$ cat src/hwm_pkg.sv
`timescale 1ns / 1ps
`default_nettype none

package hwm_pkg;

	// Operation codes carried on the opcode field; code 3 has no meaning.
	localparam logic [1:0] OP_ADD    = 2'd0;
	localparam logic [1:0] OP_REMOVE = 2'd1;
	localparam logic [1:0] OP_MEDIAN = 2'd2;

	// Configuration register indexes.
	localparam logic CFG_MAX_VALUE   = 1'b0;
	localparam logic CFG_WINDOW_SIDE = 1'b1;

	localparam int unsigned BIN_W = 13;
	localparam logic [BIN_W-1:0] BIN_LIMIT = 13'd8191;

	localparam logic [7:0] MAX_VALUE_RST   = 8'd255;
	localparam logic [6:0] WINDOW_SIDE_RST = 7'd3;

	typedef enum logic [2:0] {
		ST_CLEAR,
		ST_IDLE,
		ST_UPD_RD,
		ST_UPD_WR,
		ST_SCAN,
		ST_DONE
	} hwm_state_t;

endpackage

`default_nettype wire

$ cat src/histogram_window_median.sv
`timescale 1ns / 1ps
`default_nettype none

// Channel   Handshake               Payload
// input     in_valid / in_ready     opcode[1:0], sample_value[7:0]
// output    out_valid / out_ready   median[7:0]
// config    cfg_we                  cfg_index[0], cfg_data[7:0]
//
// After reset a clearing pass zeroes every bin of the memory in turn, with in_ready low.
// An add or remove beat passes through accept, memory read and saturating write back.
// A median beat searches the bins from bin 0 up to the bin at which the search ends (at most
// min(max_value, VALUE_BINS-1)): one bin per cycle passes the single adder and compare.
// The result sits in an output register; a new beat is accepted while it waits, and a
// later median that finds the register still full holds until out_ready frees it.

module histogram_window_median #(
	parameter int unsigned VALUE_BINS      = 256,
	parameter int unsigned MAX_WINDOW_SIDE = 64
) (
	input  wire logic       clk,
	input  wire logic       arst_n,
	input  wire logic       in_valid,
	output logic            in_ready,
	input  wire logic [1:0] opcode,
	input  wire logic [7:0] sample_value,
	output logic            out_valid,
	input  wire logic       out_ready,
	output logic [7:0]      median,
	input  wire logic       cfg_we,
	input  wire logic       cfg_index,
	input  wire logic [7:0] cfg_data
);

	localparam int unsigned IDX_W    = $clog2(VALUE_BINS);
	localparam int unsigned CMP_W    = ((IDX_W > 8) ? IDX_W : 8) + 1;
	localparam int unsigned SIDE_W   = $clog2(MAX_WINDOW_SIDE + 1);
	localparam int unsigned CW       = (SIDE_W > 7) ? SIDE_W : 7;
	localparam int unsigned MAX_RANK = MAX_WINDOW_SIDE * MAX_WINDOW_SIDE / 2 + 1;
	localparam int unsigned SUM_W    = $clog2(MAX_RANK + 8192);
	localparam logic [IDX_W-1:0] LAST_BIN = IDX_W'(VALUE_BINS - 1);

	hwm_pkg::hwm_state_t state_q, state_d;

	logic [7:0]              max_value_q;
	logic [6:0]              window_side_q;
	logic [hwm_pkg::BIN_W-1:0] bin_mem_q [VALUE_BINS];
	logic [hwm_pkg::BIN_W-1:0] rd_data_q;
	logic [IDX_W-1:0]        clr_q;
	logic [IDX_W-1:0]        idx_q;
	logic [1:0]              op_q;
	logic [IDX_W-1:0]        addr_q;
	logic [IDX_W-1:0]        top_q;
	logic [SUM_W-1:0]        rank_q;
	logic [SUM_W-1:0]        sum_q;
	logic [7:0]              res_q;
	logic [7:0]              median_q;
	logic                    out_valid_q;
	logic                    dv_s1;
	logic [IDX_W-1:0]        didx_s1;

	logic                    mem_we;
	logic [IDX_W-1:0]        mem_wa;
	logic [IDX_W-1:0]        mem_ra;
	logic [hwm_pkg::BIN_W-1:0] mem_wd;
	logic [hwm_pkg::BIN_W-1:0] upd_val;
	logic [SUM_W-1:0]        sum_next;
	logic                    rank_hit;
	logic                    scan_end;
	logic                    load_out;
	logic                    in_range;
	logic                    accept;
	logic [CW-1:0]           side_ext;
	logic [CW-1:0]           side_c;
	logic [2*CW-1:0]         side_sq;
	logic [IDX_W-1:0]        top_c;

	assign accept   = in_valid & in_ready;
	assign in_range = CMP_W'(sample_value) < CMP_W'(VALUE_BINS);

	// Rank and search bound are fixed per median from the configuration.
	assign side_ext = CW'(window_side_q);
	assign side_c   = (side_ext > CW'(MAX_WINDOW_SIDE)) ? CW'(MAX_WINDOW_SIDE) : side_ext;
	assign side_sq  = side_c * side_c;
	assign top_c    = (CMP_W'(max_value_q) > CMP_W'(VALUE_BINS - 1)) ? LAST_BIN
		: IDX_W'(max_value_q);

	always_comb begin
		if (op_q == hwm_pkg::OP_ADD) begin
			upd_val = (rd_data_q < hwm_pkg::BIN_LIMIT) ? rd_data_q + 1'b1 : rd_data_q;
		end else begin
			upd_val = (rd_data_q != '0) ? rd_data_q - 1'b1 : rd_data_q;
		end
	end

	// The running sum stays below the rank while scanning, so it never overflows.
	assign sum_next = sum_q + SUM_W'(rd_data_q);
	assign rank_hit = sum_next >= rank_q;
	assign scan_end = dv_s1 & (rank_hit | (didx_s1 == top_q));

	always_comb begin
		state_d  = state_q;
		in_ready = 1'b0;
		mem_we   = 1'b0;
		mem_wa   = idx_q;
		mem_wd   = upd_val;
		mem_ra   = idx_q;
		load_out = 1'b0;
		case (state_q)
			hwm_pkg::ST_CLEAR: begin
				mem_we = 1'b1;
				mem_wa = clr_q;
				mem_wd = '0;
				if (clr_q == LAST_BIN) begin
					state_d = hwm_pkg::ST_IDLE;
				end
			end
			hwm_pkg::ST_IDLE: begin
				in_ready = 1'b1;
				if (in_valid) begin
					case (opcode)
						hwm_pkg::OP_ADD, hwm_pkg::OP_REMOVE: begin
							if (in_range) begin
								state_d = hwm_pkg::ST_UPD_RD;
							end
						end
						hwm_pkg::OP_MEDIAN: begin
							state_d = hwm_pkg::ST_SCAN;
						end
						default: begin
						end
					endcase
				end
			end
			hwm_pkg::ST_UPD_RD: begin
				state_d = hwm_pkg::ST_UPD_WR;
			end
			hwm_pkg::ST_UPD_WR: begin
				mem_we  = 1'b1;
				state_d = hwm_pkg::ST_IDLE;
			end
			hwm_pkg::ST_SCAN: begin
				mem_ra = addr_q;
				if (scan_end) begin
					state_d = hwm_pkg::ST_DONE;
				end
			end
			hwm_pkg::ST_DONE: begin
				if (!out_valid_q || out_ready) begin
					load_out = 1'b1;
					state_d  = hwm_pkg::ST_IDLE;
				end
			end
			default: begin
				state_d = hwm_pkg::ST_CLEAR;
			end
		endcase
	end

	always_ff @(posedge clk or negedge arst_n) begin
		if (!arst_n) begin
			state_q <= hwm_pkg::ST_CLEAR;
		end else begin
			state_q <= state_d;
		end
	end

	always_ff @(posedge clk or negedge arst_n) begin
		if (!arst_n) begin
			max_value_q   <= hwm_pkg::MAX_VALUE_RST;
			window_side_q <= hwm_pkg::WINDOW_SIDE_RST;
		end else if (cfg_we) begin
			if (cfg_index == hwm_pkg::CFG_MAX_VALUE) begin
				max_value_q <= cfg_data;
			end else begin
				window_side_q <= cfg_data[6:0];
			end
		end
	end

	always_ff @(posedge clk) begin
		if (mem_we) begin
			bin_mem_q[mem_wa] <= mem_wd;
		end
		rd_data_q <= bin_mem_q[mem_ra];
	end

	always_ff @(posedge clk or negedge arst_n) begin
		if (!arst_n) begin
			clr_q       <= '0;
			dv_s1       <= 1'b0;
			out_valid_q <= 1'b0;
		end else begin
			if (state_q == hwm_pkg::ST_CLEAR) begin
				clr_q <= clr_q + 1'b1;
			end
			if (state_q == hwm_pkg::ST_SCAN) begin
				dv_s1 <= 1'b1;
			end else begin
				dv_s1 <= 1'b0;
			end
			if (load_out) begin
				out_valid_q <= 1'b1;
			end else if (out_ready) begin
				out_valid_q <= 1'b0;
			end
		end
	end

	always_ff @(posedge clk) begin
		if (accept) begin
			op_q   <= opcode;
			idx_q  <= IDX_W'(sample_value);
			rank_q <= SUM_W'((side_sq >> 1) + 1'b1);
			top_q  <= top_c;
			sum_q  <= '0;
			addr_q <= '0;
		end
		if (state_q == hwm_pkg::ST_SCAN) begin
			addr_q  <= addr_q + 1'b1;
			didx_s1 <= addr_q;
			if (dv_s1) begin
				sum_q <= sum_next;
				if (rank_hit) begin
					res_q <= 8'(CMP_W'(didx_s1));
				end else begin
					res_q <= '0;
				end
			end
		end
		if (load_out) begin
			median_q <= res_q;
		end
	end

	assign out_valid = out_valid_q;
	assign median    = median_q;

	// A result appears only after a finished search.
	a_out_from_done: assert property (@(posedge clk) disable iff (!arst_n)
		$rose(out_valid_q) |-> $past(state_q) == hwm_pkg::ST_DONE)
		else $error("result raised without a finished search");

	// The search never looks past its bound.
	a_scan_bound: assert property (@(posedge clk) disable iff (!arst_n)
		(state_q == hwm_pkg::ST_SCAN && dv_s1) |-> didx_s1 <= top_q)
		else $error("median search passed its bound");

	// While searching the running sum has not yet reached the rank.
	a_sum_below_rank: assert property (@(posedge clk) disable iff (!arst_n)
		(state_q == hwm_pkg::ST_SCAN) |-> sum_q < rank_q)
		else $error("search continued after reaching the rank");

	// A read-modify-write always writes back in the next cycle.
	a_upd_pair: assert property (@(posedge clk) disable iff (!arst_n)
		(state_q == hwm_pkg::ST_UPD_RD) |=> (state_q == hwm_pkg::ST_UPD_WR && mem_we))
		else $error("bin update lost its write back");

endmodule

`default_nettype wire

$ cat config.mk
export PLATFORM = sky130hd
export DESIGN_NAME = histogram_window_median
export DESIGN_NICKNAME = d
export VERILOG_FILES = /design/src/hwm_pkg.sv /design/src/histogram_window_median.sv
export SDC_FILE = /design/constraint.sdc
export NUM_CORES = 2
export LEC_CHECK = 0
export ABC_AREA = 1
export BUFFER_PORTS_ARGS = -buffer_cell sky130_fd_sc_hd__buf_2
export CELL_PAD_IN_SITES_DETAIL_PLACEMENT = 1
export CELL_PAD_IN_SITES_GLOBAL_PLACEMENT = 1
export CORE_MARGIN = 3
export CORE_UTILIZATION = 54
export CTS_BUF_LIST = sky130_fd_sc_hd__clkbuf_4 sky130_fd_sc_hd__clkbuf_8
export DETAILED_ROUTE_END_ITERATION = 7
export PLACE_DENSITY_LB_ADDON = 0.1
export SLEW_MARGIN = 20
export SYNTH_ARGS = -nofsm -noshare
export SYNTH_HDL_FRONTEND = slang
export SYNTH_SLANG_ARGS = --single-unit
$ cat constraint.sdc
create_clock -name clk -period 15.9 [get_ports clk]
set_clock_uncertainty 0.15 [all_clocks]
set_input_delay 2.385 -clock clk [delete_from_list [all_inputs] [get_ports clk]]
set_output_delay 2.385 -clock clk [all_outputs]
set_load 0.005 [all_outputs]
* Yosys cells after proc, flatten, opt, wreduce, memory -nomap -nowiden
Memories as Yosys holds them, arrays and structs flattened. A register that Yosys moved wholly into a read port is not among the register bits.
Cells that the tools add are included.
** Word-level totals
- Bits in registers :: 106
- Bits in latches :: 0
- Bits in writable memories :: 3328
- Memory bits (read-only) :: 0
- Bits of input ports :: 24
- Word-level logic and storage cells :: 85
- Memories kept :: 1
** Memory list
- bin_mem_q :: words 256, bits a word 13, read ports 1, clocked after Yosys merged registers in 1, write ports 1, RTL line histogram_window_median.sv:46 : logic [hwm_pkg::BIN_W-1:0] bin_mem_q [VALUE_BINS];
** Cells by class
- Add/subtract/negate cells :: 6
- Multipliers :: 1
- Div/mod/pow operators :: 0
- $lt $le $gt $ge :: 3
- Equal/unequal tests :: 14
- Shift operators :: 0
- Multiplexer cells :: 27
- Bitwise operators :: 4
- Reductions and logical operators :: 14
** Operators by type and width (count)
- $mux 13 :: 4
- $mux 14 :: 3
- $mux 8 :: 4
- $pmux 3 s6 :: 1
- $add 8x1->8 const B :: 2
- $add 13x1->14 const B :: 1
- $add 14x13->14 :: 1
- $ge 14x14->1 :: 1
- $mul 7x7->14 :: 1
- $add 13x1->13 const B :: 1
- $lt 13x13->1 const B :: 1
- $reduce_bool 13->1 :: 1
- $sub 13x1->13 const B :: 1
- $mux 3 :: 4
- $mux 1 :: 9
- $eq 8x8->1 :: 1
- $eq 8x8->1 const B :: 1
- $ne 2x2->1 const B :: 4
- $gt 7x7->1 const B :: 1
- $mux 7 :: 1
- $eq 3x2->1 const B :: 2
- $eq 3x3->1 const B :: 2
- $pmux 3 s2 :: 1
- $reduce_and 2->1 :: 3
- other kinds (14) :: 18

* Depth between registers and ports, before layout
- Word-level depth :: 6
- Depth in mapped cells :: 21
- Gate-level depth less buffers :: 21

* Worst setup path after synthesis
Ideal clock, no wire load.
- Path kind :: register to register
- From :: register rd_data_q[1] (netlist name), read port of bin_mem_q
- To :: memory bin_mem_q[0][1] (netlist name), data pin
- Library setup time :: 2.245 ns
- Data arrival time :: 11.701 ns
- Data required time :: 13.505 ns
- Setup slack :: 1.804 ns
- Stages on the path, launching flop included :: 9
- Path buffers :: 0
- Period minus slack after synthesis :: 14.096 ns
- Cell sequence :: dfxtp_1 > inv_1 > ha_1 > nand2_1 > nor4_1 > nand2_1 > o21ai_0 > a21oi_1 > a211oi_1
** On the way
- Longest elaborated chain between the ends :: 4
- Elaborated cells on any way between the ends :: 8
** RTL lines
- start: declaration :: RTL line histogram_window_median.sv:47 : logic [hwm_pkg::BIN_W-1:0] rd_data_q;
- $sub 13x1->13 (tied with other cells) :: RTL line histogram_window_median.sv:91 : upd_val = (rd_data_q != '0) ? rd_data_q - 1'b1 : rd_data_q;
- $mux 13 (on tied branches) :: RTL line histogram_window_median.sv:91, histogram_window_median.sv:89
- $mux 13 (*) :: RTL line histogram_window_median.sv:88 : if (op_q == hwm_pkg::OP_ADD) begin
- $mux 13 (*) :: RTL line histogram_window_median.sv:108 : case (state_q)
- named net mem_wd, one bit :: RTL line histogram_window_median.sv:64 : logic [hwm_pkg::BIN_W-1:0] mem_wd;
- end: declaration :: RTL line histogram_window_median.sv:46
Mark *: on every way through the listed nets, which the timed path passes. The rest lies on a longest branch.

* Worst setup path after layout
- From :: register state_q[1]
- To :: register rd_data_q[7] (netlist name), read port of bin_mem_q
** On the way
- Longest elaborated chain between the ends :: 2
** RTL lines
- start: declaration :: RTL line histogram_window_median.sv:42 : hwm_pkg::hwm_state_t state_q, state_d;
- start signal: assignment :: RTL line histogram_window_median.sv:161 : state_q <= hwm_pkg::ST_CLEAR;
- start signal: assignment :: RTL line histogram_window_median.sv:163 : state_q <= state_d;
- $eq 3x3->1 :: RTL line histogram_window_median.sv:108
- $mux 8 :: RTL line histogram_window_median.sv:108
No other way between the ends.
A chain may end at the register's enable or synchronous reset.

==> summary by stage <==
Global routing
The maximum number of pins on one net before global-route repair is 184. The global-route layer with the greatest usage is met2. The number of global-route vias before repair is 112,000. The first global-routing pass estimated around 730,000 microns of wire. The remaining global-route overflow is 0. The initial antenna violation count is 23.

For this run, global-route usage on met3 was measured as 0.0677. The overall track demand over capacity in global routing is 0.346. For met2 alone, demand over resource in global routing was 0.555.

For this run, global-route usage on met1 was measured as 0.456.

Yosys
Of the total synthesized cell area, the portion taken by AND, OR, NAND and NOR gates is 0.219. The multiplexer share of the synthesized area is 0.0000754. The synthesized netlist occupies a cell area of around 0.15 sq mm. The area fraction in compound gates after synthesis came to 0.0213. The total of flip-flops plus latches after synthesis is 3,445. The area share of the leading cell type in the synthesized netlist is 0.681. The fraction of synthesized cell area in xor and xnor cells is 0.00252. The average instance in the mapped netlist occupies 11.2 sq um. For this run, asynchronously set or reset flops after synthesis account for 0.00813. By area the synthesized netlist is led by edfxtp_1 68%, nand3_1 8.8%, nand2_1 8.1%. Yosys printed 0 warnings.

Counting flops with a built-in enable in the synthesized netlist gives approximately 3,400. Among all flip-flop cells after synthesis, the most frequent one is edfxtp_1. The library cell occupying the most area in the post-synthesis netlist is edfxtp_1. The number of distinct standard cells referenced by the synthesized netlist is 48. Of the total synthesized cell area, the portion taken by full adders, half adders and majority gates is 0.00658. The register area share after synthesis is 0.690. The largest family of logic cells by synthesized area is simple AND/OR/NAND/NOR gates. Synthesis produced a netlist whose cell count is 13,400.

STA
Setup violations remaining at the end of the flow were counted as 0. The fraction of the cycle the final worst path needs is 0.508. Setup repair after global routing left no endpoint under its margin. Based on the critical path, the design can be clocked at up to around 120 MHz. The max-slew violation count is 0. The count of endpoints failing hold in the final timing report is 0. The max-slew headroom at the worst pin is 0.166.

The setup TNS after final layout is 0 ns. Counting I/O delays and the setup requirement, the final critical path takes roughly 8.1 ns. The measured slew at the worst slew-check pin is approximately 1.2 ns.

Clock network
The clock transition at the registers of the reported paths is 0.06 ns. The maximum buffer depth of the clock tree is 4. The number of buffers added to fix hold violations after cts is 0. CTS saw 3,445 sinks. The clock buffer count from CTS is about 600. For the worst-skew pair, the clock arrives at the later sink with an insertion delay of 1.21 ns. The clock tree from TritonCTS is built. The number of setup buffers added after CTS is 0. The number of instances resized during post-cts repair is 0. The root buffer cell is clkbuf_8. The number of levels the H-tree was split into is 6.

Die
The initialized floorplan defines 192 standard-cell rows. The starting density of the core is 0.545. The floorplan step set the die width to 532 microns. The die covers between 0.2 and 0.3 sq mm. The vertical extent of the die is about 530 microns. The total area inside the core boundary comes to between 0.2 and 0.3 sq mm. The top-level port count is 34.

Route
The wire length reported by the detailed router is 498,000 microns. After detailed routing, the number of remaining DRC violations is 0. The initial DRC count is 12,700. Before antenna repair, the detailed router went through 8 iterations. The count of nets left with antenna violations once routing finished came out at 0. The total number of vias is 108,000.

Dividing the detail-routed wire length by the instance count gives 28.3 microns. In the routed layout, each cell is associated on average with a via count of 6.11.

Setup path
The arrival time at the worst endpoint is 9.06 ns. The class of the most critical setup path is reg2reg. STA classifies the critical path startpoint as a flop. Along the worst path, the maximum fanout reaches 180.

STA classifies the critical path endpoint as a flop. The required time at the endpoint of the critical path is 16.88 ns.

Outcome
The run finished with clean final reports.

Placed design
The placement-stage cell area is 0.154 sq mm. The congestion estimate from routability-driven global placement came to ~0.88. In this run the tool buffered the top-level ports with 33 buffer cells.

The detailed-placement wirelength estimate is 282,000 microns.

Finish
In the final layout, the share of cells above drive strength 1 is 0.102. Leaving out fill and tap cells, the most frequent cells in the layout are 3,390 x edfxtp_1, 3,212 x nand2_1, 2,623 x nand3_1. The finished cells cover approximately 0.16 sq mm. The area growth from synthesis to final layout is 10.4%.

The final layout net count is 13,600. The library cell used most frequently in the layout, excluding fill and tap cells, is edfxtp_1.

Hold path
The path class of the tightest hold or removal check is reg2reg.

Power and ir drop
The maximum vdd drop is between 0.0002 and 0.0003 V. Dividing total power by cell area gives a power density of 185 mW/mm^2. The static leakage is 63.5 nW.

Run
Max-cap violations in this run came to 0.
-- sequential cells by signal, summed over array words and instances (netlist names), 7 cells and up --
register     count
rd_data_q       13
side_ext         7
rank_q          12
addr_q           8
clr_q            8
didx_s1          8
bin_mem_q     3328
sum_q           14
max_value_q      8
median           8
idx_q            8
res_q            8
top_q            8
-- critical path, cell delays in order, from the launching register on --
cell and delay, ns:
dfrtp_1 0.42, nor2_2 0.10, nand2_2 0.51, nand2_8 0.57
nand2_8 0.80, buf_4 0.64, buf_4 0.77, buf_4 0.84
buf_4 0.90, buf_12 0.58, nand2_1 0.17, nand2_1 0.13
nand2_1 0.05, nand3_1 0.09, nand3_1 0.21, nand3_1 0.24
nand3_1 0.10, nand3_1 0.10, nand3_1 0.14, nand2_1 0.11
-- through the flow --
step / hold WS [ns] / power (mW) / setup WS (ns) / std cells / util
floorplan: 0.250 / 18.6 / 1.80 / 13400 / -
global placement: 0.253 / 22.2 / 8.28 / 16600 / 0.559
detailed placement: 0.256 / 22.6 / 8.00 / 16600 / 0.560
CTS: 0.270 / 30.4 / 8.02 / 17600 / 0.601
global route: 0.279 / 31.6 / 7.44 / 17600 / 0.601
finish: 0.269 / 30.6 / 7.82 / 17600 / 0.601
-- cell usage after synthesis (2+ instances only) --
library cell,number
clkinv_1,3
nor2_1,331
conb_1,2
buf_1,64
a21oi_1,38
dfstp_2,10
fa_1,16
o211ai_1,175
dfrtp_1,18
ha_1,53
xor2_1,35
clkbuf_1,315
inv_1,1385
buf_4,8
o21ai_1,5
a21o_1,5
o21ai_2,3
nor4_1,6
nand2_1,3221
a31oi_1,4
o21ai_0,295
o22ai_1,3
nand4_1,7
xnor2_1,8
nand2_2,2
and3_1,2
a211oi_1,2
nor3_1,15
nand3b_1,787
edfxtp_1,3390
inv_2,3
nand3_1,2628
dfxtp_1,27
o21bai_1,2
or2_2,6
buf_2,480
-- logic make-up (layout without fill, tap and decap cells) --
family / count (synthesis) / in the layout
simple gates: 7011 / 7011
flops: 3445 / 3445
buf+inv: 2258 / 2802
compound gates: 537 / 537
fa+ha+maj: 69 / 69
xor+xnor: 43 / 43
other cells: 2 / 20
mux: 1 / 1
-- cell type report --
type,count,area (sq um)
inverter,1391,5250
multi-input combinational,7668,37800
antenna,13,32.5
clock buffer,797,9690
timing repair buffer,369,3000
sequential,3445,103000
tap,3686,4610
clock inverter,245,1560
fill,28500,109000
-- final timing paths --
check / from / end / slack (ns) / cells after the start
max in group asynchronous: arst_n / side_ext[5]$_DFFE_PN0P_ / 13.99 / 1
worst min register to register: res_q[6]$_SDFFCE_PP0P_ / median[6]$_DFFE_PP_ / 0.27 / 0
worst min-delay path: res_q[6]$_SDFFCE_PP0P_ / median[6]$_DFFE_PP_ / 0.27 / 0
worst max-delay path: state_q[1]$_DFFE_PN0P_ / rd_data_q[7]$_DFF_P_ / 7.82 / 19
min in group asynchronous: arst_n / clr_q[0]$_DFFE_PN0P_ / 1.13 / 1
worst max register to register: state_q[1]$_DFFE_PN0P_ / rd_data_q[7]$_DFF_P_ / 7.82 / 19
-- per-layer routing --
metal / routed length, microns / vias up
met3: 46700 / 1221
met5: 108 / -
met2: 234000 / 5413
met4: 26000 / 16
met1: 191000 / 54600
li1: - / 46300
-- report_power, final --
part	switching, mW	leakage, nW	internal [mW]
combinational	8.34	26.0	1.86
sequential	0.205	31.4	12.3
clock	3.78	5.98	4.07
(Power assumes the default switching activity.)
